### src/sv/rvgc_pkg.sv
// ----------------------------------------------------------------------------
// rvgc_pkg
// Shared types and constants of the radial vignetting gain corrector.
// ----------------------------------------------------------------------------
package rvgc_pkg;

  localparam int POS_W     = 13;
  localparam int CTR_W     = 12;
  localparam int SCALE_W   = 17;
  localparam int LEN_W     = 7;
  localparam int IDX_W     = 6;
  localparam int ENTRY_W   = 16;
  localparam int CHAN_W    = 8;
  localparam int FRAC_W    = 8;
  localparam int GAIN_W    = 24;
  localparam int SHIFT_Q   = 16;
  localparam int DIV_BITS  = 8;
  localparam int NUM_CHAN  = 3;
  localparam int DIV_SHIFT = 22;

  localparam int DEF_MAX_PROFILE = 64;
  localparam int DEF_COORD_BITS  = 13;

  localparam logic [SCALE_W-1:0] SCALE_RESET = 17'd65536;
  localparam logic [LEN_W-1:0]   LEN_RESET   = 7'd64;
  localparam logic [CTR_W-1:0]   CTR_RESET   = 12'd0;
  localparam int                 HALF_Q8     = 128;

  localparam logic FUNC_WRITE = 1'b0;
  localparam logic FUNC_PIXEL = 1'b1;

  typedef enum logic [1:0] {
    REG_CENTER_X,
    REG_CENTER_Y,
    REG_RADIUS_SCALE,
    REG_PROFILE_LENGTH
  } reg_idx_t;

  typedef struct packed {
    logic               func;
    logic [POS_W-1:0]   pos_x;
    logic [POS_W-1:0]   pos_y;
    logic [IDX_W-1:0]   entry_index;
    logic [ENTRY_W-1:0] entry_value;
    logic [CHAN_W-1:0]  chan_a;
    logic [CHAN_W-1:0]  chan_b;
    logic [CHAN_W-1:0]  chan_c;
  } in_item_t;

  typedef struct packed {
    logic [CHAN_W-1:0] out_a;
    logic [CHAN_W-1:0] out_b;
    logic [CHAN_W-1:0] out_c;
  } out_item_t;

  typedef struct packed {
    logic                              valid;
    logic                              func;
    logic [IDX_W-1:0]                  entry_index;
    logic [ENTRY_W-1:0]                entry_value;
    logic [NUM_CHAN-1:0][CHAN_W-1:0]   chan;
  } side_t;

endpackage

### src/sv/rvgc_sqrt.sv
// ----------------------------------------------------------------------------
// rvgc_sqrt
// Pipelined integer square root, one root bit per register stage.
// ----------------------------------------------------------------------------
module rvgc_sqrt
  import rvgc_pkg::*;
#(
  parameter int RW = 22
) (
  input  logic            clk,
  input  logic            rst,
  input  logic            en,
  input  side_t           side_in,
  input  logic [2*RW-1:0] rad,
  output side_t           side_out,
  output logic [RW-1:0]   root
);

  side_t           side_q [RW];
  logic [RW+1:0]   rem_q  [RW];
  logic [RW-1:0]   root_q [RW];
  logic [2*RW-1:0] rad_q  [RW];

  for (genvar i = 0; i < RW; i++) begin : g_stage
    side_t           s_in;
    logic [RW+1:0]   rem_in;
    logic [RW-1:0]   root_in;
    logic [2*RW-1:0] rad_in;
    logic [RW+1:0]   r2;
    logic [RW+1:0]   trial;

    if (i == 0) begin : g_first
      assign s_in    = side_in;
      assign rem_in  = '0;
      assign root_in = '0;
      assign rad_in  = rad;
    end else begin : g_next
      assign s_in    = side_q[i-1];
      assign rem_in  = rem_q[i-1];
      assign root_in = root_q[i-1];
      assign rad_in  = rad_q[i-1];
    end

    assign r2    = {rem_in[RW-1:0], rad_in[2*RW-1 -: 2]};
    assign trial = {root_in, 2'b01};

    always_ff @(posedge clk) begin
      if (rst) begin
        side_q[i].valid <= 1'b0;
      end else if (en) begin
        side_q[i].valid <= s_in.valid;
      end
    end

    always_ff @(posedge clk) begin
      if (en) begin
        side_q[i].func        <= s_in.func;
        side_q[i].entry_index <= s_in.entry_index;
        side_q[i].entry_value <= s_in.entry_value;
        side_q[i].chan        <= s_in.chan;
        rad_q[i]              <= {rad_in[2*RW-3:0], 2'b00};
        if (r2 >= trial) begin
          rem_q[i]  <= r2 - trial;
          root_q[i] <= {root_in[RW-2:0], 1'b1};
        end else begin
          rem_q[i]  <= r2;
          root_q[i] <= {root_in[RW-2:0], 1'b0};
        end
      end
    end
  end

  assign side_out = side_q[RW-1];
  assign root     = root_q[RW-1];

endmodule

### config.mk
export PLATFORM = sky130hd
export DESIGN_NAME = rvgc_sqrt
export DESIGN_NICKNAME = d
export VERILOG_FILES = /design/src/sv/rvgc_pkg.sv /design/src/sv/rvgc_sqrt.sv
export SDC_FILE = /design/constraint.sdc
export NUM_CORES = 2
export LEC_CHECK = 0
export BUFFER_PORTS_ARGS = -buffer_cell sky130_fd_sc_hd__buf_4
export CORE_MARGIN = 2
export CORE_UTILIZATION = 40
export CTS_CLUSTER_SIZE = 20
export DETAILED_ROUTE_END_ITERATION = 10
export GPL_TIMING_DRIVEN = 0
export PLACE_DENSITY = 0.6
export SYNTH_ARGS = -nofsm -noshare
export SYNTH_HDL_FRONTEND = slang
export SYNTH_SLANG_ARGS = --single-unit
### constraint.sdc
create_clock -name clk -period 4.1 [get_ports clk]
set_input_delay 0.205 -clock clk [delete_from_list [all_inputs] [get_ports clk]]
set_output_delay 0.205 -clock clk [all_outputs]
set_load 0.005 [all_outputs]
After elaboration in Yosys (flattened, before gate mapping)
Memory sizes are Yosys's and may differ from the RTL's.
Cells that the tools add are included.
{ "classes": {"magnitude_cmp": 22, "add_sub_neg": 22, "n_div": 0, "mux": 204, "eq_ne": 0, "shifts": 0, "n_mul": 0, "n_reduce_logical": 0, "bitwise": 66} }
{ "op_table": {"columns": ["op", "n"], "rows": [
  ["$mux 24", 22],
  ["$ge 24x24->1", 21],
  ["$sub 24x24->24", 21],
  ["$mux 22", 22],
  ["$mux 1", 160],
  ["$or 1x1->1", 66],
  ["$sub 2x1->3 const B", 1],
  ["$ge 2x1->1 const B", 1]
]} }
{ "word_totals": {"n_memories": 4, "latch_bits": 0, "output_inout_bits": 70, "register_bits": 0, "inputBits": 95, "romBits": 0, "ram_bits": 2992, "word_cells": 318} }
{ "mem_list": {"columns": ["memory", "depth", "word_bits", "rd", "rd_ports_with_merged_regs", "wr", "line_no", "rtl"], "rows": [
  ["side_q", 22, 48, 22, 0, 22, "rvgc_sqrt.sv:19", "side_t side_q [RW];"],
  ["rad_q", 22, 42, 21, 0, 22, "rvgc_sqrt.sv:22", "logic [2*RW-1:0] rad_q [RW];"],
  ["rem_q", 22, 24, 21, 0, 22, "rvgc_sqrt.sv:20", "logic [RW+1:0] rem_q [RW];"],
  ["root_q", 22, 22, 22, 0, 22, "rvgc_sqrt.sv:21", "logic [RW-1:0] root_q [RW];"]
]} }

Depth between registers and ports, before layout
An unclocked memory read counts as a cell.
{ "depth": {"word_depth": 6, "mapped_depth": 12, "mapped_depth_nobuf": 10} }

Least setup slack after synthesis
No wires, ideal clock.
{ "synth_timing": {"path_type": "register -> register", "start": "mem rem_q[8][29] in the netlist's numbering", "end": "mem rem_q[9][1] in the netlist's numbering, data pin", "period_less_slack_ps": 2924, "path_slack_ps": 1176, "stages_incl_launch_ff": 11, "t_required_ps": 3833, "arrival_time_ps": 2657, "cell_sequence": "edfxtp_1 ha_1 a21oi_1 or3b_2 o21ai_0 o311ai_1 nand2_1 o311a_1 clkbuf_1 clkbuf_1 o21ai_0"} }
{ "synth_lines": {"columns": ["item", "line_no"], "rows": [
  ["start: declaration", "rvgc_sqrt.sv:20"]
]} }

==> qor.yml <==
global_route:
  grt_pass1_vias: 42100
  grt_first_pass_wirelength_mm: 222
  antenna_found_initial: 5
  grt_max_degree: 206
  overflow: 0
  grt_usage_pct: 12.7
worst_setup_path:
  crit_path_frequent_cell: "dlygate4sd3_1"
  path_max_fanout: 150
  slowest_delay_ns: 0.63
  rrSetupSlack_ns: 0.28
  cp_slowest_cell: "clkbuf_2"
  cpLargestDelayFamily: "buffers and inverters"
  worst_ep_required_time_ns: 4.72
  crit_type: "in -> reg"
  crit_path_end_kind: "flop"
  cp_num_buf_inv: 7
  reg2reg_from: "rem_q[8][29]$_DFFE_PP_"
  startpoint_type: "primary input"
  crit_arrival_ns: 4.45
  cp_cell_sequence: "dlygate4sd3_1 > buf_16 > buf_16 > clkbuf_2 > clkbuf_2 > nand2_1 > nor2_1 > dlygate4sd3_1 > a21oi_1 > dlygate4sd3_1"
  setup.worst_path.start: "en"
synthesis:
  synth_fp_nets: 5537
  ys_top_cells_by_count: "edfxtp_1 (2,204), inv_1 (344), nand2_1 (294)"
  synthCells: 5165
  yosysMostFrequentCell: "edfxtp_1"
  ys_warn_count: 0
  yosysSeqAreaShare_pct: 77.8
  synthTopCellsByArea: "edfxtp_1 (78%), ha_1 (4.1%), xor2_1 (1.9%)"
  ys_async_sr_fraction_pct: 0
  synth_top_family_by_area: "compound AO/OA/AOI/OAI gates"
  synthMuxAreaShare_pct: 0.689
  synthDominantCellAreaShare_pct: 77.7
  synthXorXnorAreaFrac_pct: 3.52
  synth_compound_area_share_pct: 6.03
  synth_edf_count: 2204
  yosysTopAreaCell: "edfxtp_1"
  syn_avg_cell_area_um2: 16.5
  synth_area_um2: 85100
  synth.distinct_cells: 80
  synthSimpleGateAreaFrac_pct: 6.01
  ys_ff_latch: 2205
  ys.flop_type: "edfxtp_1"
  synthAdderAreaFrac_pct: 4.07
timing:
  finalCriticalPeriod_ns: 3.83
  timing.final.ws_setup_ns: 0.273
  tns_ns: 0
  hold_ws_ns: 0.103
  setup_viol: 0
  skew_ns: 0.0614
  slew_headroom_pct: 8.84
  hold_viol: 0
  fmax_ghz: 0.261
  rsz0062_at_grt: "no"
  period_share_pct: 93.3
  finalMaxSlewViolations: 0
  worstMarginPinSlew_ns: 1.37
drt:
  drtPass1Iterations: 6
  drcViolationCount: 0
  drtIter0Drc: 2919
  wl_mm: 138
  vias: 42100
  viasPerCell: 4.82
  wl_per_cell_um: 15.8
  ant_nets: 0
clock_network:
  root_buffer: "clkbuf_16"
  cts_sinks: 2205
  cts_tree: "done"
  clock_path_buffers: 3
  insertion_delay_ns: 0.88
  clk_pin_slew_ns: 0.06
  numCtsBuffers: 224
  postCtsSetupRepairBufs: 0
  htree_levels: 4
floorplanning:
  core_area_um2: 212000
  die_h_um: 465
  die_x_um: 465
  row_count: 169
  initial_utilization_pct: 40.2
  dieArea_um2: 217000
  io_pins: 165
placed_design:
  place_congestion: 0.848
  placed_area_um2: 90200
  hpwl_mm: 90.0
  dp_slack_ns: -1.54
  place_inst: 8161
  numPortBuffers: 164
final_layout:
  drive_gt1_share_pct: 10.3
  areaGrowthSynthToFinish_pct: 16.7
  final_area_um2: 99400
  layout.nets: 6111
  fillCellCount: 18100
  fin_util_pct: 46.9
  final_cells: 8750
run:
  drv_cap: 0
hold_path:
  hp-start: "side_in[32]"
  hp-class: "in -> reg"
power_and_ir_drop:
  vdd_ir_drop_max_mv: 0.457
  p_leak_nw: 36.1
  pwr_density_cell_nw_per_um2: 551
  total_power_mw: 54.8
run_status:
  status: "finished clean"
-- sequential cells by signal, indices dropped and copies added, names as in the netlist --
signal,count
rad_q,462
root_q,253
rem_q,434
side_q,1056
-- final timing paths --
path,to,cells after the start
worst max-delay path,rem_q[0][1]$_DFFE_PP_,10
worst min-delay path,side_q[0][32]$_DFFE_PP_,2
worst max register to register,rem_q[9][12]$_DFFE_PP_,11
worst min register to register,side_q[3][116]$_DFFE_PP_,0
-- where the power goes --
part           switching, mW  internal [mW]
clock network           8.53           11.4
logic                   3.72           2.78
registers              0.968           27.4
total                   13.2           41.5
-- cell usage in the layout, fill, tap and decap left out, types with 20 or more instances in the layout --
master         Yosys  routed
clkbuf_2           1      21
nand2b_1          32      32
or3_1             48      48
or4_1             22      22
ha_1             277     277
inv_1            344     344
and3_1            20      20
o21ai_0          257     257
nor4_1            58      58
clkbuf_16          0     225
nand3_1           59      59
nand4_1           39      39
xor2_1           184     184
a31oi_1           33      33
edfxtp_1        2204    2204
clkinv_2           0      44
and2_1            46      46
nor2b_1           41      41
dlygate4sd3_1      0     173
buf_4              0     163
clkinv_1           0      54
xnor2_1          158     158
a21o_1            80      80
o21a_1            69      69
a21oi_1          217     217
clkbuf_1          78      95
nor3_1            80      80
nor2_1           222     222
nand2_1          294     294
bufinv_16          0      20
mux2_2            41      41
o31ai_1           22      22
-- logic make-up (layout without fill, tap and decap cells) --
| logic type | Yosys count | in the layout |
|---|---|---|
| multiplexers | 53 | 53 |
| adder cells (fa/ha/maj) | 277 | 277 |
| XOR/XNOR | 342 | 342 |
| other | 0 | 1 |
| flip-flops | 2205 | 2205 |
| buffers and inverters | 432 | 1195 |
| AND/OR/NAND/NOR | 1028 | 1028 |
| AO/OA/AOI/OAI | 828 | 828 |
-- repair_timing --
item | CTS | global route
setup endpoints to repair | 608 | 17
pin swaps | 0 | 0
hold buffers | 174 | 0
resized for setup | 1 | 2
endpoints found under the hold margin | 201 | 0
-- area by class of cell --
class                      count  area (um2)  area share (%)
buffer                        87         368           0.370
multi-input combinational   2528       17300            17.4
timing repair buffer         349        3290            3.31
antenna                        1        2.50         0.00252
inverter                     344        1290            1.30
clock buffer                 263        5770            5.81
clock inverter               152        1580            1.59
sequential                  2205       66200            66.6
tap                         2821        3530            3.55
-- per-layer routing --
metal  track usage (%)  up-vias  part of all wire [%]  routed length, um
met1              16.1    20300                    44              60300
li1                  -    20700                     -                  -
met4              5.07        0                   3.2               4450
met3              2.48      301                   4.0               5570
met2              21.3      790                    49              67700
met5                 0        -                     0                  0
-- worst register-to-register path: stages (launching register included) --
cell and delay (ns):
edfxtp_1 0.40, ha_1 0.36, a21oi_1 0.22, or3b_2 0.46
o21ai_0 0.40, o311ai_2 0.25, nand2_1 0.20, o311a_1 0.18
clkbuf_1 0.44, clkbuf_1 0.52, nand2_1 0.13, o21ai_0 0.11
Power figures use the tool's default switching activity.
