**src/sv/rvgc_pkg.sv**
```systemverilog
// ----------------------------------------------------------------------------
// rvgc_pkg
// Shared types and constants of the radial vignetting gain corrector.
// ----------------------------------------------------------------------------
package rvgc_pkg;

  localparam int POS_W     = 13;
  localparam int CTR_W     = 12;
  localparam int SCALE_W   = 17;
  localparam int LEN_W     = 7;
  localparam int IDX_W     = 6;
  localparam int ENTRY_W   = 16;
  localparam int CHAN_W    = 8;
  localparam int FRAC_W    = 8;
  localparam int GAIN_W    = 24;
  localparam int SHIFT_Q   = 16;
  localparam int DIV_BITS  = 8;
  localparam int NUM_CHAN  = 3;
  localparam int DIV_SHIFT = 22;

  localparam int DEF_MAX_PROFILE = 64;
  localparam int DEF_COORD_BITS  = 13;

  localparam logic [SCALE_W-1:0] SCALE_RESET = 17'd65536;
  localparam logic [LEN_W-1:0]   LEN_RESET   = 7'd64;
  localparam logic [CTR_W-1:0]   CTR_RESET   = 12'd0;
  localparam int                 HALF_Q8     = 128;

  localparam logic FUNC_WRITE = 1'b0;
  localparam logic FUNC_PIXEL = 1'b1;

  typedef enum logic [1:0] {
    REG_CENTER_X,
    REG_CENTER_Y,
    REG_RADIUS_SCALE,
    REG_PROFILE_LENGTH
  } reg_idx_t;

  typedef struct packed {
    logic               func;
    logic [POS_W-1:0]   pos_x;
    logic [POS_W-1:0]   pos_y;
    logic [IDX_W-1:0]   entry_index;
    logic [ENTRY_W-1:0] entry_value;
    logic [CHAN_W-1:0]  chan_a;
    logic [CHAN_W-1:0]  chan_b;
    logic [CHAN_W-1:0]  chan_c;
  } in_item_t;

  typedef struct packed {
    logic [CHAN_W-1:0] out_a;
    logic [CHAN_W-1:0] out_b;
    logic [CHAN_W-1:0] out_c;
  } out_item_t;

  typedef struct packed {
    logic                              valid;
    logic                              func;
    logic [IDX_W-1:0]                  entry_index;
    logic [ENTRY_W-1:0]                entry_value;
    logic [NUM_CHAN-1:0][CHAN_W-1:0]   chan;
  } side_t;

endpackage

```
**src/sv/rvgc_profile.sv**
```systemverilog
// ----------------------------------------------------------------------------
// rvgc_profile
// Gain profile memory with entry writes and two-point interpolated lookup.
// ----------------------------------------------------------------------------
module rvgc_profile
  import rvgc_pkg::*;
#(
  parameter int MAX_PROFILE = DEF_MAX_PROFILE,
  parameter int NRW         = 16
) (
  input  logic              clk,
  input  logic              rst,
  input  logic              en,
  input  side_t             side_in,
  input  logic [NRW-1:0]    nr,
  input  logic [FRAC_W-1:0] dr,
  input  logic [LEN_W-1:0]  profile_length,
  output side_t             side_out,
  output logic [GAIN_W-1:0] gain
);

  localparam int AW = (MAX_PROFILE > 1) ? $clog2(MAX_PROFILE) : 1;

  logic [ENTRY_W-1:0] mem [MAX_PROFILE];

  logic [NRW-1:0]    len_e;
  logic [AW-1:0]     lo_addr;
  logic [AW-1:0]     hi_addr;
  logic [FRAC_W-1:0] wt;
  logic [8:0]        widx;
  logic              we;

  side_t              side1;
  logic [ENTRY_W-1:0] lo_d;
  logic [ENTRY_W-1:0] hi_d;
  logic [FRAC_W-1:0]  wt1;
  logic [ENTRY_W+FRAC_W:0] g_sum;

  always_comb begin
    priority if (profile_length == '0) begin
      len_e = NRW'(1);
    end else if (NRW'(profile_length) > NRW'(MAX_PROFILE)) begin
      len_e = NRW'(MAX_PROFILE);
    end else begin
      len_e = NRW'(profile_length);
    end
  end

  always_comb begin
    priority if (nr == '0) begin
      lo_addr = '0;
      hi_addr = '0;
      wt      = '0;
    end else if (nr < len_e) begin
      lo_addr = AW'(nr - NRW'(1));
      hi_addr = AW'(nr);
      wt      = dr;
    end else begin
      lo_addr = AW'(len_e - NRW'(1));
      hi_addr = AW'(len_e - NRW'(1));
      wt      = '0;
    end
  end

  assign widx = 9'(side_in.entry_index);
  assign we   = side_in.valid && (side_in.func == FUNC_WRITE) && (widx < 9'(MAX_PROFILE));

  always_ff @(posedge clk) begin
    if (en) begin
      if (we) begin
        mem[widx[AW-1:0]] <= side_in.entry_value;
      end
      lo_d <= mem[lo_addr];
      hi_d <= mem[hi_addr];
    end
  end

  always_ff @(posedge clk) begin
    if (rst) begin
      side1.valid    <= 1'b0;
      side_out.valid <= 1'b0;
    end else if (en) begin
      side1.valid    <= side_in.valid;
      side_out.valid <= side1.valid;
    end
  end

  assign g_sum = (ENTRY_W+FRAC_W+1)'(lo_d) * (ENTRY_W+FRAC_W+1)'(9'd256 - {1'b0, wt1})
               + (ENTRY_W+FRAC_W+1)'(hi_d) * (ENTRY_W+FRAC_W+1)'(wt1);

  always_ff @(posedge clk) begin
    if (en) begin
      side1.func           <= side_in.func;
      side1.entry_index    <= side_in.entry_index;
      side1.entry_value    <= side_in.entry_value;
      side1.chan           <= side_in.chan;
      wt1                  <= wt;
      side_out.func        <= side1.func;
      side_out.entry_index <= side1.entry_index;
      side_out.entry_value <= side1.entry_value;
      side_out.chan        <= side1.chan;
      gain                 <= g_sum[GAIN_W-1:0];
    end
  end

endmodule

```
**config.mk**
```make
export PLATFORM = sky130hd
export DESIGN_NAME = rvgc_profile
export DESIGN_NICKNAME = d
export VERILOG_FILES = /design/src/sv/rvgc_pkg.sv /design/src/sv/rvgc_profile.sv
export SDC_FILE = /design/constraint.sdc
export NUM_CORES = 2
export LEC_CHECK = 0
export BUFFER_PORTS_ARGS = -buffer_cell sky130_fd_sc_hd__buf_2
export CAP_MARGIN = 0
export CORE_AREA = 2 2 330 332
export DETAILED_ROUTE_END_ITERATION = 8
export DIE_AREA = 0 0 332 334
export GPL_TIMING_DRIVEN = 0
export PLACE_DENSITY = 0.78
export SYNTH_ARGS = -nofsm -noshare
export SYNTH_HDL_FRONTEND = slang
export SYNTH_SLANG_ARGS = --single-unit
```
**constraint.sdc**
```tcl
create_clock -name clk -period 8.2 [get_ports clk]
set_input_delay 0.82 -clock clk [delete_from_list [all_inputs] [get_ports clk]]
set_output_delay 0.82 -clock clk [all_outputs]
set_load 0.02 [all_outputs]
```
### Word-level counts from Yosys, hierarchy flattened

Memories as Yosys holds them, arrays and structs flattened. A register that Yosys moved wholly into a read port is not among the register bits.
Index checks and enable logic that the tools add are counted.

* register bits after elaboration: 128
* RAM bits: 1024
* logic and storage cells: 42
* memories kept: 1

Memories
* mem: words 64, bits a word 16, rd ports 2, clocked after Yosys merged registers in 2, write ports 1, RTL line rvgc_profile.sv:24 `logic [ENTRY_W-1:0] mem [MAX_PROFILE];`

* add/subtract/negate cells: 4
* multiply operators: 2
* $lt $le $gt $ge: 3
* multiplexer cells: 9
* bitwise operators: 2
* reductions and logical operators: 5

Operator list (number)
* $add 24x24->24: 1
* $mul 16x8->24: 1
* $mul 17x10->24: 1
* $mux 6: 4
* $logic_not 16->1: 1
* $lt 16x7->1: 1
* $mux 7: 2
* $sub 6x1->6 const B: 2
* $sub 9x8->10 const A: 1
* $gt 7x7->1 const B: 1
* $logic_not 7->1: 1
* $lt 6x7->1 const B: 1
* $mux 1: 3
* $logic_and 1x1->1: 2
* $not 1->1: 2
* $reduce_or 2->1: 1

### Longest topological paths before layout

* word-level depth: 6
* gate-level depth with buffers: 28

### Worst setup path after synthesis

OpenSTA, ideal clock, no wires.

* path kind: reg2reg
* start: register wt1[1]
* end: register gain[22], data pin
* setup time: 0.258 ns
* arrival: 6.755 ns
* setup slack: 1.187 ns
* stages on the path, launching flop included: 27
* path buffers: 1
* period minus slack after synthesis: 7.013 ns
* cell sequence: edfxtp_1 > inv_1 > ha_1 > nand2_1 > or3_1 > nor3_1 > clkbuf_1 > nand2_1 > fa_1 > fa_1 > inv_1 > fa_1 > fa_1 > fa_1 > inv_1 > fa_1 > inv_1 > ha_1 > nor3_1 > o21ai_0 > a21oi_1 > o21ai_0 > or4_1 > a311oi_1 > o21bai_1 > a21oi_1 > xnor2_1

* cells in the longest elaborated chain, start to end: 3

RTL lines
* start: declaration: RTL line rvgc_profile.sv:36 `logic [FRAC_W-1:0] wt1;`
* start signal: assignment: RTL line rvgc_profile.sv:97 `wt1 <= wt;`
* $sub 9x8->10: RTL line rvgc_profile.sv:88 `assign g_sum = (ENTRY_W+FRAC_W+1)'(lo_d) * (ENTRY_W+FRAC_W+1)'(9'd256 - {1'b0, wt1})`
* $mul 17x10->24: RTL line rvgc_profile.sv:88
* $add 24x24->24 *: RTL line rvgc_profile.sv:89 `+ (ENTRY_W+FRAC_W+1)'(hi_d) * (ENTRY_W+FRAC_W+1)'(wt1);`
* named net g_sum[22]: RTL line rvgc_profile.sv:37 `logic [ENTRY_W+FRAC_W:0] g_sum;`
* end signal: assignment: RTL line rvgc_profile.sv:102 `gain <= g_sum[GAIN_W-1:0];`
* end: declaration: RTL line rvgc_profile.sv:19 `output logic [GAIN_W-1:0] gain`

The timed path passes the listed nets; every way through them passes the cells marked *.
A chain may end at the register's enable or synchronous reset.

### Worst setup path in the final report

* start: register wt1[0]
* end: register gain[22], data pin

The elaborated chain is that of the path after synthesis.

==> reports/metrics.yaml <==
ff_latch_area_um2: 35500
fmax_ghz: 0.126
dp_hpwl_mm: 185
holdPathEnd: "side1[47]"
cts.path.max_buffers: 3
grt.overflow.total: 0
fillers: 8121
yosysWarnings: 0
violations: "max-capacitance violations, max-slew violations"
rr_startpoint: "wt1[0]"
fin_nets: 6063
dp_slack_ps: -282
hold_slack_ps: 246
grt_pass1_wl_mm: 348
worstHoldStart: "rst"
grt_antenna_before_repair: 39
grt_pass1_vias: 47000
firstDrtPassIters: 9
ios: 154
cp_data_required_time_ps: 8680
cp-end-kind: "register"
final_antenna_net_count: 0
worstSetupStartpointType: "register"
io_buffers: 153
status: "finished with violations"
crit_type: "reg2reg"
synth-edff-count: 1182
cap_violations: 2
clockRootBuffer: "clkbuf_16"
rrSetupSlack_ps: 240
setup_viol: 0
grt_max_degree: 105
critPathMaxFanout: 10
vias: 49600
ff2ff_path_depth: 26
r2r_end: "gain[22]"
synth_ff_type: "edfxtp_1"
period_share_pct: 97.1
holdBufCountCts: 0
yosysSeqAreaShare_pct: 56.6
period_needed_ps: 7960
synth_cells: 5330
drcViolationCount: 0
ys_ff_latch: 1184
row_count: 121
dieArea_um2: 111000
cts.sinks: 1184
hold_class: "in2reg"
setup_slack_ps: 238
finalHoldViolations: 0
power.total_mw: 25.4
die_y_um: 334
drt-total-wl_mm: 253
numCtsBuffers: 120
slew_headroom_pct: -4.45
drt_iter0_drc: 9008
syn_avg_cell_area_um2: 11.8
die_x_um: 332
grt_usage_pct: 45.0
post_drt_wl_per_cell_um: 35.1
final_cell_mix: "nand2_1 (1325), edfxtp_1 (1182), mux2i_1 (391)"
insertion_delay_ps: 770
cts_tree: "built"
gp_congestion: 1.13
syn-cell-area_um2: 62800
finalMaxSlewViolations: 72
synthArstFlopShare_pct: 0
rsz0062_at_grt: "false"
drive_gt1_share_pct: 11.5
clock_skew_ps: 42.3
worst_pin_slew_ps: 1570
ys_types: 74
initial_core_util_pct: 58.3
cp_data_arrival_time_ps: 8440
final_common_cell: "nand2_1"
synth_nets: 5727
syn2layout_area_growth_pct: 11.9
p_per_area_nw_per_um2: 361
core_um2: 108000
multi_input_area_um2: 24700
p_leak_nw: 25.4
worstHoldPathCells: 2
vdd_drop_max_mv: 0.878
clk_pin_slew_ps: 60
viasPerCell: 6.90
tns_ps: 0
cts_max_level: 3
==> power by group <==
part	internal, mW	leakage [nW]	switching [mW]	total, mW
sequential	7.45	10.8	0.0964	7.54
clock	2.89	1.79	2.44	5.34
combinational	5.13	12.9	7.36	12.5
total	15.5	25.4	9.90	25.4
==> logic make-up after synthesis <==
family,Yosys count,share of synthesized area [%]
adders and majority gates,315,8.92
muxes,429,6.96
xor gates and xnor gates,39,0.544
AOI/OAI and AO/OA,649,8.11
and+or+nand+nor,2069,14.5
buffers and inverters,645,4.40
DFF,1184,56.6
==> worst max-delay path by stage <==
stage | startpoint | to | slack (ps)
finish | wt1[0] | gain[22] | 240
global route | wt1[0] | gain[22] | 5
CTS | wt1[3] | gain[22] | 50
detailed placement | wt1[3] | gain[22] | -280
global placement | wt1[3] | gain[22] | -150
floorplan | wt1[1] | gain[22] | 1190
==> layer usage <==
| layer | track usage [%] | vias up | share of wire, % |
|---|---|---|---|
| li1 | - | 20100 | - |
| met1 | 56.9 | 24100 | 34 |
| met2 | 64.5 | 4460 | 41 |
| met3 | 16.9 | 978 | 15 |
| met4 | 30.5 | 34 | 8.6 |
| met5 | 0 | - | 0.096 |
==> repair_timing <==
action / CTS / global route
setup endpoints to repair: 3 / 3
gates resized for setup: 5 / 8
setup buffers: 0 / 8
pin swaps: 0 / 0
==> synthesized netlist by cell type (all sizes together), types with 6 or more instances <==
cell	n	area share [%]
a21oi	22	0.18
a22oi	16	0.19
nand2	1326	7.9
and3	69	0.69
o21ai	10	0.080
nor3	13	0.10
xnor2	30	0.42
a211oi	17	0.20
a2bb2oi	15	0.21
nand2b	6	0.060
mux2	36	0.65
nor4	35	0.38
inv	291	1.7
and2	181	1.8
clkbuf	186	1.1
nand3	282	2.3
mux2i	391	6.2
ha	94	1.9
nor2b	10	0.10
nand4	23	0.25
fa	221	7.0
buf	168	1.6
edfxtp	1182	57
a32oi	313	4.4
a31oi	189	1.9
a221oi	32	0.45
nor2	101	0.62
xor2	9	0.13
==> final cells by class <==
type,instances,area share (%)
Sequential cell,1184,50.6
Antenna cell,16,0.0570
Inverter,291,1.55
Timing Repair Buffer,217,2.47
Buffer,351,2.37
Multi-Input combinational cell,3501,35.2
Clock inverter,78,0.814
Tap cell,1414,2.52
Clock buffer,143,4.49
==> worst max-delay path, stage by stage (launching register included) <==
cell and delay, ps:
edfxtp_1 560, inv_1 150, ha_1 190, nand2_1 90, or3_1 460, xor2_4 280
buf_2 290, nand2_1 110, fa_1 500, fa_1 500, inv_1 50, fa_1 490
fa_1 500, fa_1 490, inv_1 50, fa_1 490, inv_1 50, ha_1 180
nor3_1 310, o21ai_0 200, a21oi_2 240, o21ai_0 230, or4_1 530, a311oi_1 390
o21bai_1 120, a21oi_1 180, xnor2_1 70
==> metrics by stage <==
step / utilization [%] / area, um2 / cells
floorplan: - / 62800 / 5330
global placement: 60.6 / 65300 / 6897
detailed placement: 61.6 / 66400 / 6953
CTS: 65.1 / 70100 / 7174
global route: 65.1 / 70200 / 7179
finish: 65.2 / 70300 / 7195
==> sequential cells by signal, indices dropped and copies added, names as in the netlist <==
register,count
gain,24
hi_d,16
lo_d,16
mem,1024
side1,48
side_out,48
wt1,8
No activity file was read; power rests on OpenSTA's default activity.
