## src/sv/rvgc_pkg.sv

```systemverilog
// ----------------------------------------------------------------------------
// rvgc_pkg
// Shared types and constants of the radial vignetting gain corrector.
// ----------------------------------------------------------------------------
package rvgc_pkg;

  localparam int POS_W     = 13;
  localparam int CTR_W     = 12;
  localparam int SCALE_W   = 17;
  localparam int LEN_W     = 7;
  localparam int IDX_W     = 6;
  localparam int ENTRY_W   = 16;
  localparam int CHAN_W    = 8;
  localparam int FRAC_W    = 8;
  localparam int GAIN_W    = 24;
  localparam int SHIFT_Q   = 16;
  localparam int DIV_BITS  = 8;
  localparam int NUM_CHAN  = 3;
  localparam int DIV_SHIFT = 22;

  localparam int DEF_MAX_PROFILE = 64;
  localparam int DEF_COORD_BITS  = 13;

  localparam logic [SCALE_W-1:0] SCALE_RESET = 17'd65536;
  localparam logic [LEN_W-1:0]   LEN_RESET   = 7'd64;
  localparam logic [CTR_W-1:0]   CTR_RESET   = 12'd0;
  localparam int                 HALF_Q8     = 128;

  localparam logic FUNC_WRITE = 1'b0;
  localparam logic FUNC_PIXEL = 1'b1;

  typedef enum logic [1:0] {
    REG_CENTER_X,
    REG_CENTER_Y,
    REG_RADIUS_SCALE,
    REG_PROFILE_LENGTH
  } reg_idx_t;

  typedef struct packed {
    logic               func;
    logic [POS_W-1:0]   pos_x;
    logic [POS_W-1:0]   pos_y;
    logic [IDX_W-1:0]   entry_index;
    logic [ENTRY_W-1:0] entry_value;
    logic [CHAN_W-1:0]  chan_a;
    logic [CHAN_W-1:0]  chan_b;
    logic [CHAN_W-1:0]  chan_c;
  } in_item_t;

  typedef struct packed {
    logic [CHAN_W-1:0] out_a;
    logic [CHAN_W-1:0] out_b;
    logic [CHAN_W-1:0] out_c;
  } out_item_t;

  typedef struct packed {
    logic                              valid;
    logic                              func;
    logic [IDX_W-1:0]                  entry_index;
    logic [ENTRY_W-1:0]                entry_value;
    logic [NUM_CHAN-1:0][CHAN_W-1:0]   chan;
  } side_t;

endpackage

```

## src/sv/rvgc_div.sv

```systemverilog
// ----------------------------------------------------------------------------
// rvgc_div
// Pipelined restoring divider, one quotient bit per stage for three channels.
// ----------------------------------------------------------------------------
module rvgc_div
  import rvgc_pkg::*;
(
  input  logic              clk,
  input  logic              rst,
  input  logic              en,
  input  side_t             side_in,
  input  logic [GAIN_W-1:0] gain,
  output logic              valid,
  output logic              func,
  output out_item_t         item
);

  localparam int REM_W = CHAN_W + DIV_SHIFT;

  logic                    v_q    [DIV_BITS];
  logic                    f_q    [DIV_BITS];
  logic [GAIN_W-1:0]       g_q    [DIV_BITS];
  logic [NUM_CHAN-1:0]     sat_q  [DIV_BITS];
  logic [REM_W-1:0]        rem_q  [DIV_BITS][NUM_CHAN];
  logic [CHAN_W-1:0]       quo_q  [DIV_BITS][NUM_CHAN];

  for (genvar i = 0; i < DIV_BITS; i++) begin : g_stage
    logic                v_in;
    logic                f_in;
    logic [GAIN_W-1:0]   g_in;
    logic [NUM_CHAN-1:0] sat_in;
    logic [REM_W-1:0]    rem_in [NUM_CHAN];
    logic [CHAN_W-1:0]   quo_in [NUM_CHAN];
    logic [31:0]         gs;

    if (i == 0) begin : g_first
      assign v_in = side_in.valid;
      assign f_in = side_in.func;
      assign g_in = gain;
      for (genvar l = 0; l < NUM_CHAN; l++) begin : g_lane
        assign sat_in[l] = GAIN_W'({side_in.chan[l], 14'd0}) >= gain;
        assign rem_in[l] = {side_in.chan[l], 22'd0};
        assign quo_in[l] = '0;
      end
    end else begin : g_next
      assign v_in   = v_q[i-1];
      assign f_in   = f_q[i-1];
      assign g_in   = g_q[i-1];
      assign sat_in = sat_q[i-1];
      for (genvar l = 0; l < NUM_CHAN; l++) begin : g_lane
        assign rem_in[l] = rem_q[i-1][l];
        assign quo_in[l] = quo_q[i-1][l];
      end
    end

    assign gs = 32'(g_in) << (DIV_BITS - 1 - i);

    always_ff @(posedge clk) begin
      if (rst) begin
        v_q[i] <= 1'b0;
      end else if (en) begin
        v_q[i] <= v_in;
      end
    end

    for (genvar l = 0; l < NUM_CHAN; l++) begin : g_calc
      logic [31:0] diff;
      logic        take;
      assign diff = 32'(rem_in[l]) - gs;
      assign take = 32'(rem_in[l]) >= gs;
      always_ff @(posedge clk) begin
        if (en) begin
          rem_q[i][l] <= take ? diff[REM_W-1:0] : rem_in[l];
          quo_q[i][l] <= {quo_in[l][CHAN_W-2:0], take};
        end
      end
    end

    always_ff @(posedge clk) begin
      if (en) begin
        f_q[i]   <= f_in;
        g_q[i]   <= g_in;
        sat_q[i] <= sat_in;
      end
    end
  end

  assign valid      = v_q[DIV_BITS-1];
  assign func       = f_q[DIV_BITS-1];
  assign item.out_a = sat_q[DIV_BITS-1][0] ? 8'hFF : quo_q[DIV_BITS-1][0];
  assign item.out_b = sat_q[DIV_BITS-1][1] ? 8'hFF : quo_q[DIV_BITS-1][1];
  assign item.out_c = sat_q[DIV_BITS-1][2] ? 8'hFF : quo_q[DIV_BITS-1][2];

endmodule

```

## config.mk

```make
export PLATFORM = sky130hd
export DESIGN_NAME = rvgc_div
export DESIGN_NICKNAME = d
export VERILOG_FILES = /design/src/sv/rvgc_pkg.sv /design/src/sv/rvgc_div.sv
export SDC_FILE = /design/constraint.sdc
export NUM_CORES = 2
export LEC_CHECK = 0
export ABC_AREA = 1
export BUFFER_PORTS_ARGS = -buffer_cell sky130_fd_sc_hd__buf_2
export CAP_MARGIN = 25
export CORE_ASPECT_RATIO = 1.4
export CORE_UTILIZATION = 40
export CTS_BUF_LIST = sky130_fd_sc_hd__clkbuf_4 sky130_fd_sc_hd__clkbuf_8 sky130_fd_sc_hd__clkbuf_16
export DETAILED_ROUTE_END_ITERATION = 10
export PLACE_DENSITY = 0.62
export SKIP_LAST_GASP = 1
export SLEW_MARGIN = 20
export SYNTH_ARGS = -nofsm -noshare
export SYNTH_HDL_FRONTEND = slang
export SYNTH_SLANG_ARGS = --single-unit
```

## constraint.sdc

```tcl
create_clock -name clk -period 4.62 [get_ports clk]
set_input_delay 0.462 -clock clk [delete_from_list [all_inputs] [get_ports clk]]
set_output_delay 0.462 -clock clk [all_outputs]
set_load 0.02 [all_outputs]
```

* Word-level counts from Yosys, hierarchy flattened *
Memories as Yosys holds them, arrays and structs flattened.
Cells that the tools add are included.

cells by class
  multipliers = 0
  shift operators = 0
  magnitude comparators = 27
  $add $sub $neg = 24
  reductions and logical operators = 0
  multiplexer cells = 41
  bitwise logic cells = 8
  divide/modulo/power cells = 0
  equality and inequality tests = 0

operators by type and width
  operator                        number
  2-to-1 mux 30 bit               24
  subtractor 30 bit               6
  >= comparator 30 x 31 -> 1 bit  3
  >= comparator 30 x 24 -> 1 bit  3
  >= comparator 30 x 25 -> 1 bit  3
  >= comparator 30 x 26 -> 1 bit  3
  >= comparator 30 x 27 -> 1 bit  3
  >= comparator 30 x 28 -> 1 bit  3
  >= comparator 30 x 29 -> 1 bit  3
  >= comparator 30 bit            3
  subtractor 30 x 24 -> 30 bit    3
  subtractor 30 x 25 -> 30 bit    3
  subtractor 30 x 26 -> 30 bit    3
  subtractor 30 x 27 -> 30 bit    3
  subtractor 30 x 28 -> 30 bit    3
  subtractor 30 x 29 -> 30 bit    3
  >= comparator 22 x 24 -> 1 bit  3
  2-to-1 mux 8 bit                3
  2-to-1 mux 1 bit                14
  bitwise OR 1 bit                8

word-level totals
  output and inout port bits = 26
  register bits = 0
  RAM bits = 1,144
  latch bits = 0
  input port bits = 75
  memories = 6
  ROM bits = 0

memory list
  name   words  width  read ports  clocked after memory_dff  write ports  line            text
  rem_q  8      90     7           0                         8            rvgc_div.sv:24  logic [REM_W-1:0] rem_q [DIV_BITS][NUM_CHAN];
  g_q    8      24     7           0                         8            rvgc_div.sv:22  logic [GAIN_W-1:0] g_q [DIV_BITS];
  quo_q  8      24     8           0                         8            rvgc_div.sv:25  logic [CHAN_W-1:0] quo_q [DIV_BITS][NUM_CHAN];
  sat_q  8      3      8           0                         8            rvgc_div.sv:23  logic [NUM_CHAN-1:0] sat_q [DIV_BITS];
  f_q    8      1      8           0                         8            rvgc_div.sv:21  logic f_q [DIV_BITS];
  v_q    8      1      8           0                         8            rvgc_div.sv:20  logic v_q [DIV_BITS];

* Depth between registers and ports, before layout *
  depth in word-level cells = 4
  mapped depth = 16
  gate-level depth less buffers = 15

* Worst setup path after synthesis *
OpenSTA, ideal clock, no wires.

  kind = register -> register
  start = mem g_q[0][0]
  end = mem rem_q[1][74] in the netlist's numbering, data pin
  stages on the path, launching flop included = 12
  setup time = 0.260 ns
  setup slack = 2.414 ns
  arrival = 1.946 ns
  period minus slack after synthesis = 2.206 ns
  cells stage by stage = edfxtp_1 -> inv_1 -> fa_1 -> nand2_1 -> nand3_1 -> nand3_1 -> nand2_1 -> nand2_2 -> nand4_4 -> buf_4 -> nand2_1 -> o21ai_0

RTL lines
  element      line
  from (decl)  rvgc_div.sv:22
  to (decl)    rvgc_div.sv:24

==> impl_metrics.json <==
{
  "setup_tns_ns": 0,
  "arrival_ns": 3.99,
  "endpoint_kind": "register",
  "min_from": "side_in[47]",
  "async_flop_share_pct": 0,
  "synth_edf_count": 862,
  "critical-path-max-stage-delay_ns": 0.60,
  "wl_um": 262000,
  "synth_cells": 10396,
  "synth.net_count": 11039,
  "worstSetupStartpointType": "register",
  "routedWlPerCell_um": 20.2,
  "grt_max_degree": 135,
  "stdcell_area_um2": 78400,
  "slew_headroom_pct": 41.9,
  "p_leak_nw": 41.3,
  "setup_viol_count_final": 0,
  "cts_inserted_buffers": 99,
  "dr.pass1.iters": 6,
  "yosys_warnings": 0,
  "final_hold_viol_count": 0,
  "status": "finished clean",
  "grtUsageTotal_pct": 28.4,
  "root_buffer": "clkbuf_16",
  "critical-path-slowest-cell": "nor2_4",
  "ir_worst_vdd_mv": 0.356,
  "fmax_mhz": 287,
  "grt_pass1_wl_um": 381000,
  "cts_resized": 0,
  "worstHoldEndpoint": "v_q[0][0]",
  "core_um2": 178000,
  "timing.rr.end": "rem_q[5][56]",
  "synth_top_cell_by_area": "edfxtp_1",
  "ys_seq_area_share_pct": 36.0,
  "r2r_start": "g_q[4][23]",
  "pin_count": 101,
  "worstPathBufferInverterCount": 2,
  "cts_sinks": 862,
  "synth_common_cells": "nand2_1, inv_1, edfxtp_1",
  "drcViolationCount": 0,
  "critPathTopFamily": "simple AND/OR/NAND/NOR gates",
  "hpwl_um": 221000,
  "hold_buffers": 27,
  "hp-class": "in2reg",
  "synth.avg_cell_area_um2": 6.92,
  "via_per_inst": 4.90,
  "synth-main-ff-cell": "edfxtp_1",
  "post-cts-setup-buffers": 0,
  "grt_pass1_vias": 62767,
  "port-buffer-count": 78,
  "tritoncts": "done",
  "drt_iter0_drc": 3185,
  "synth_top_area_share_pct": 36.0,
  "synth-seq-cells": 862,
  "finClkSkew_ns": 0.0627,
  "syn-cell-area_um2": 71900,
  "row_count": 183,
  "r2r_setup_slack_ns": 1.14,
  "drv_slew": 0,
  "tightest_slew_ns": 0.869,
  "initial_core_util_pct": 40.4,
  "rsz0062_at_grt": "no",
  "min_period_ns": 3.48,
  "pwr_density_cell_nw_per_um2": 538,
  "post_dp_cell_area_um2": 74800,
  "die_h_um": 504,
  "die_area_um2": 182000,
  "ant_nets": 0,
  "synthToLayoutAreaGrowth_pct": 8.97,
  "gp_congestion": 1.02,
  "ys_types": 53,
  "antenna_found_initial": 4,
  "chipWidth_um": 360,
  "path_class": "reg2reg",
  "reg2reg_depth": 9,
  "clk_latency_ns": 0.79,
  "nets": 11184,
  "ys_top_cells_by_area": "edfxtp_1, nand2_1, inv_1",
  "clk_pin_slew_worst_paths_ns": 0.06,
  "drv_cap": 0,
  "cp_max_fo": 31,
  "crit_path_cell_trace": "inv_1 > ha_1 > a21oi_1 > nand3_1 > a21oi_1 > nand2_1 > nor2_4 > buf_4 > a21oi_1",
  "yosysMostFrequentCell": "nand2_1",
  "clockBufferDepth": 3,
  "period_share_pct": 75.3,
  "cts_max_level": 3,
  "whs_path_depth": 3,
  "grt_remaining_overflow": 0,
  "worstPathRequired_ns": 5.13,
  "path_common_cell": "a21oi_1",
  "drive_gt1_share_pct": 4.67,
  "vias": 63466
}
-- through the flow --
stage | worst slack, ns | total power [mW] | utilization, % | hold WS (ns) | std cells
after floorplan | 2.41 | 27.9 | - | 0.400 | 10396
after global placement | 1.22 | 34.0 | 42.0 | 0.401 | 12725
after detailed placement | 1.20 | 34.2 | 42.0 | 0.405 | 12725
after CTS | 1.19 | 42.3 | 44.0 | 0.0134 | 12935
after global routing | 0.991 | 45.7 | 44.0 | 0.0434 | 12939
final | 1.14 | 42.2 | 44.0 | 0.0409 | 12940
-- final cells by class --
cell class                      count  area [um^2]
Sequential cell                   862        25900
Clock buffer                      110         2580
Inverter                         1978         7440
Multi-Input combinational cell   7462        37800
Antenna cell                        5         12.5
Clock inverter                     73          742
Fill cell                       18657        99800
Tap cell                         2312         2890
Timing Repair Buffer              138         1020
-- flip-flops by register name, indices dropped and copies added, names as in the netlist --
signal	count
sat_q	24
v_q	8
f_q	8
g_q	168
rem_q	546
quo_q	108
-- layer usage --
layer  vias up  routed length (um)  track usage (%)
met2      1465              134000             53.0
li1      32841                   -                -
met3       678                8140             2.49
met5         -                   0                0
met1     28482               87700             26.3
met4         0               31600             29.3
-- layout by cell type (no fill, tap or decap), types with 9 or more instances in the layout --
master,count
a21oi_1,297
nand3b_1,108
nand2_4,9
clkinvlp_4,17
buf_4,25
nor2_2,42
nand2_1,4313
nand4_1,162
nand3_2,15
o21bai_1,14
inv_1,1957
xnor2_1,35
and2_1,51
xor2_1,223
fa_1,18
nor3_1,48
clkinv_1,20
nand3_1,648
nor4_1,10
inv_2,15
clkbuf_4,10
o21ai_0,91
edfxtp_1,862
ha_1,550
or2_2,48
o21ai_1,15
buf_2,77
a21oi_2,35
dlygate4sd3_1,27
clkinv_2,11
nor2_1,653
nand2_2,24
clkbuf_16,100
-- kinds of logic after synthesis --
group / synth area share [%]
flops: 36.0
simple gates: 35.8
compound gates: 3.55
fa+ha+maj: 10.1
buf+inv: 11.5
xor+xnor: 3.14
-- worst max path at each step --
stage	startpoint	endpoint	slack [ns]	cells past startpoint
6_report	g_q[4][23]	rem_q[5][56]	1.14	9
3_5_place_dp	g_q[4][23]	rem_q[5][56]	1.20	9
5_1_grt	g_q[0][0]	rem_q[1][53]	0.99	10
3_3_place_gp	g_q[4][22]	rem_q[5][56]	1.22	11
2_1_floorplan	g_q[0][0]	rem_q[1][74]	2.41	11
4_1_cts	g_q[0][0]	rem_q[1][53]	1.19	10
-- where the power goes --
part | switching, mW | total, mW | internal, mW
logic | 14.1 | 21.1 | 6.96
clock network | 3.52 | 8.00 | 4.47
registers | 1.53 | 13.1 | 11.6
-- worst min-delay path, cell delays in order --
cell	delay, ns
buf_2	0.07
inv_1	0.03
nor2_1	0.10
Note: power is estimated with default switching activity, not from simulation.
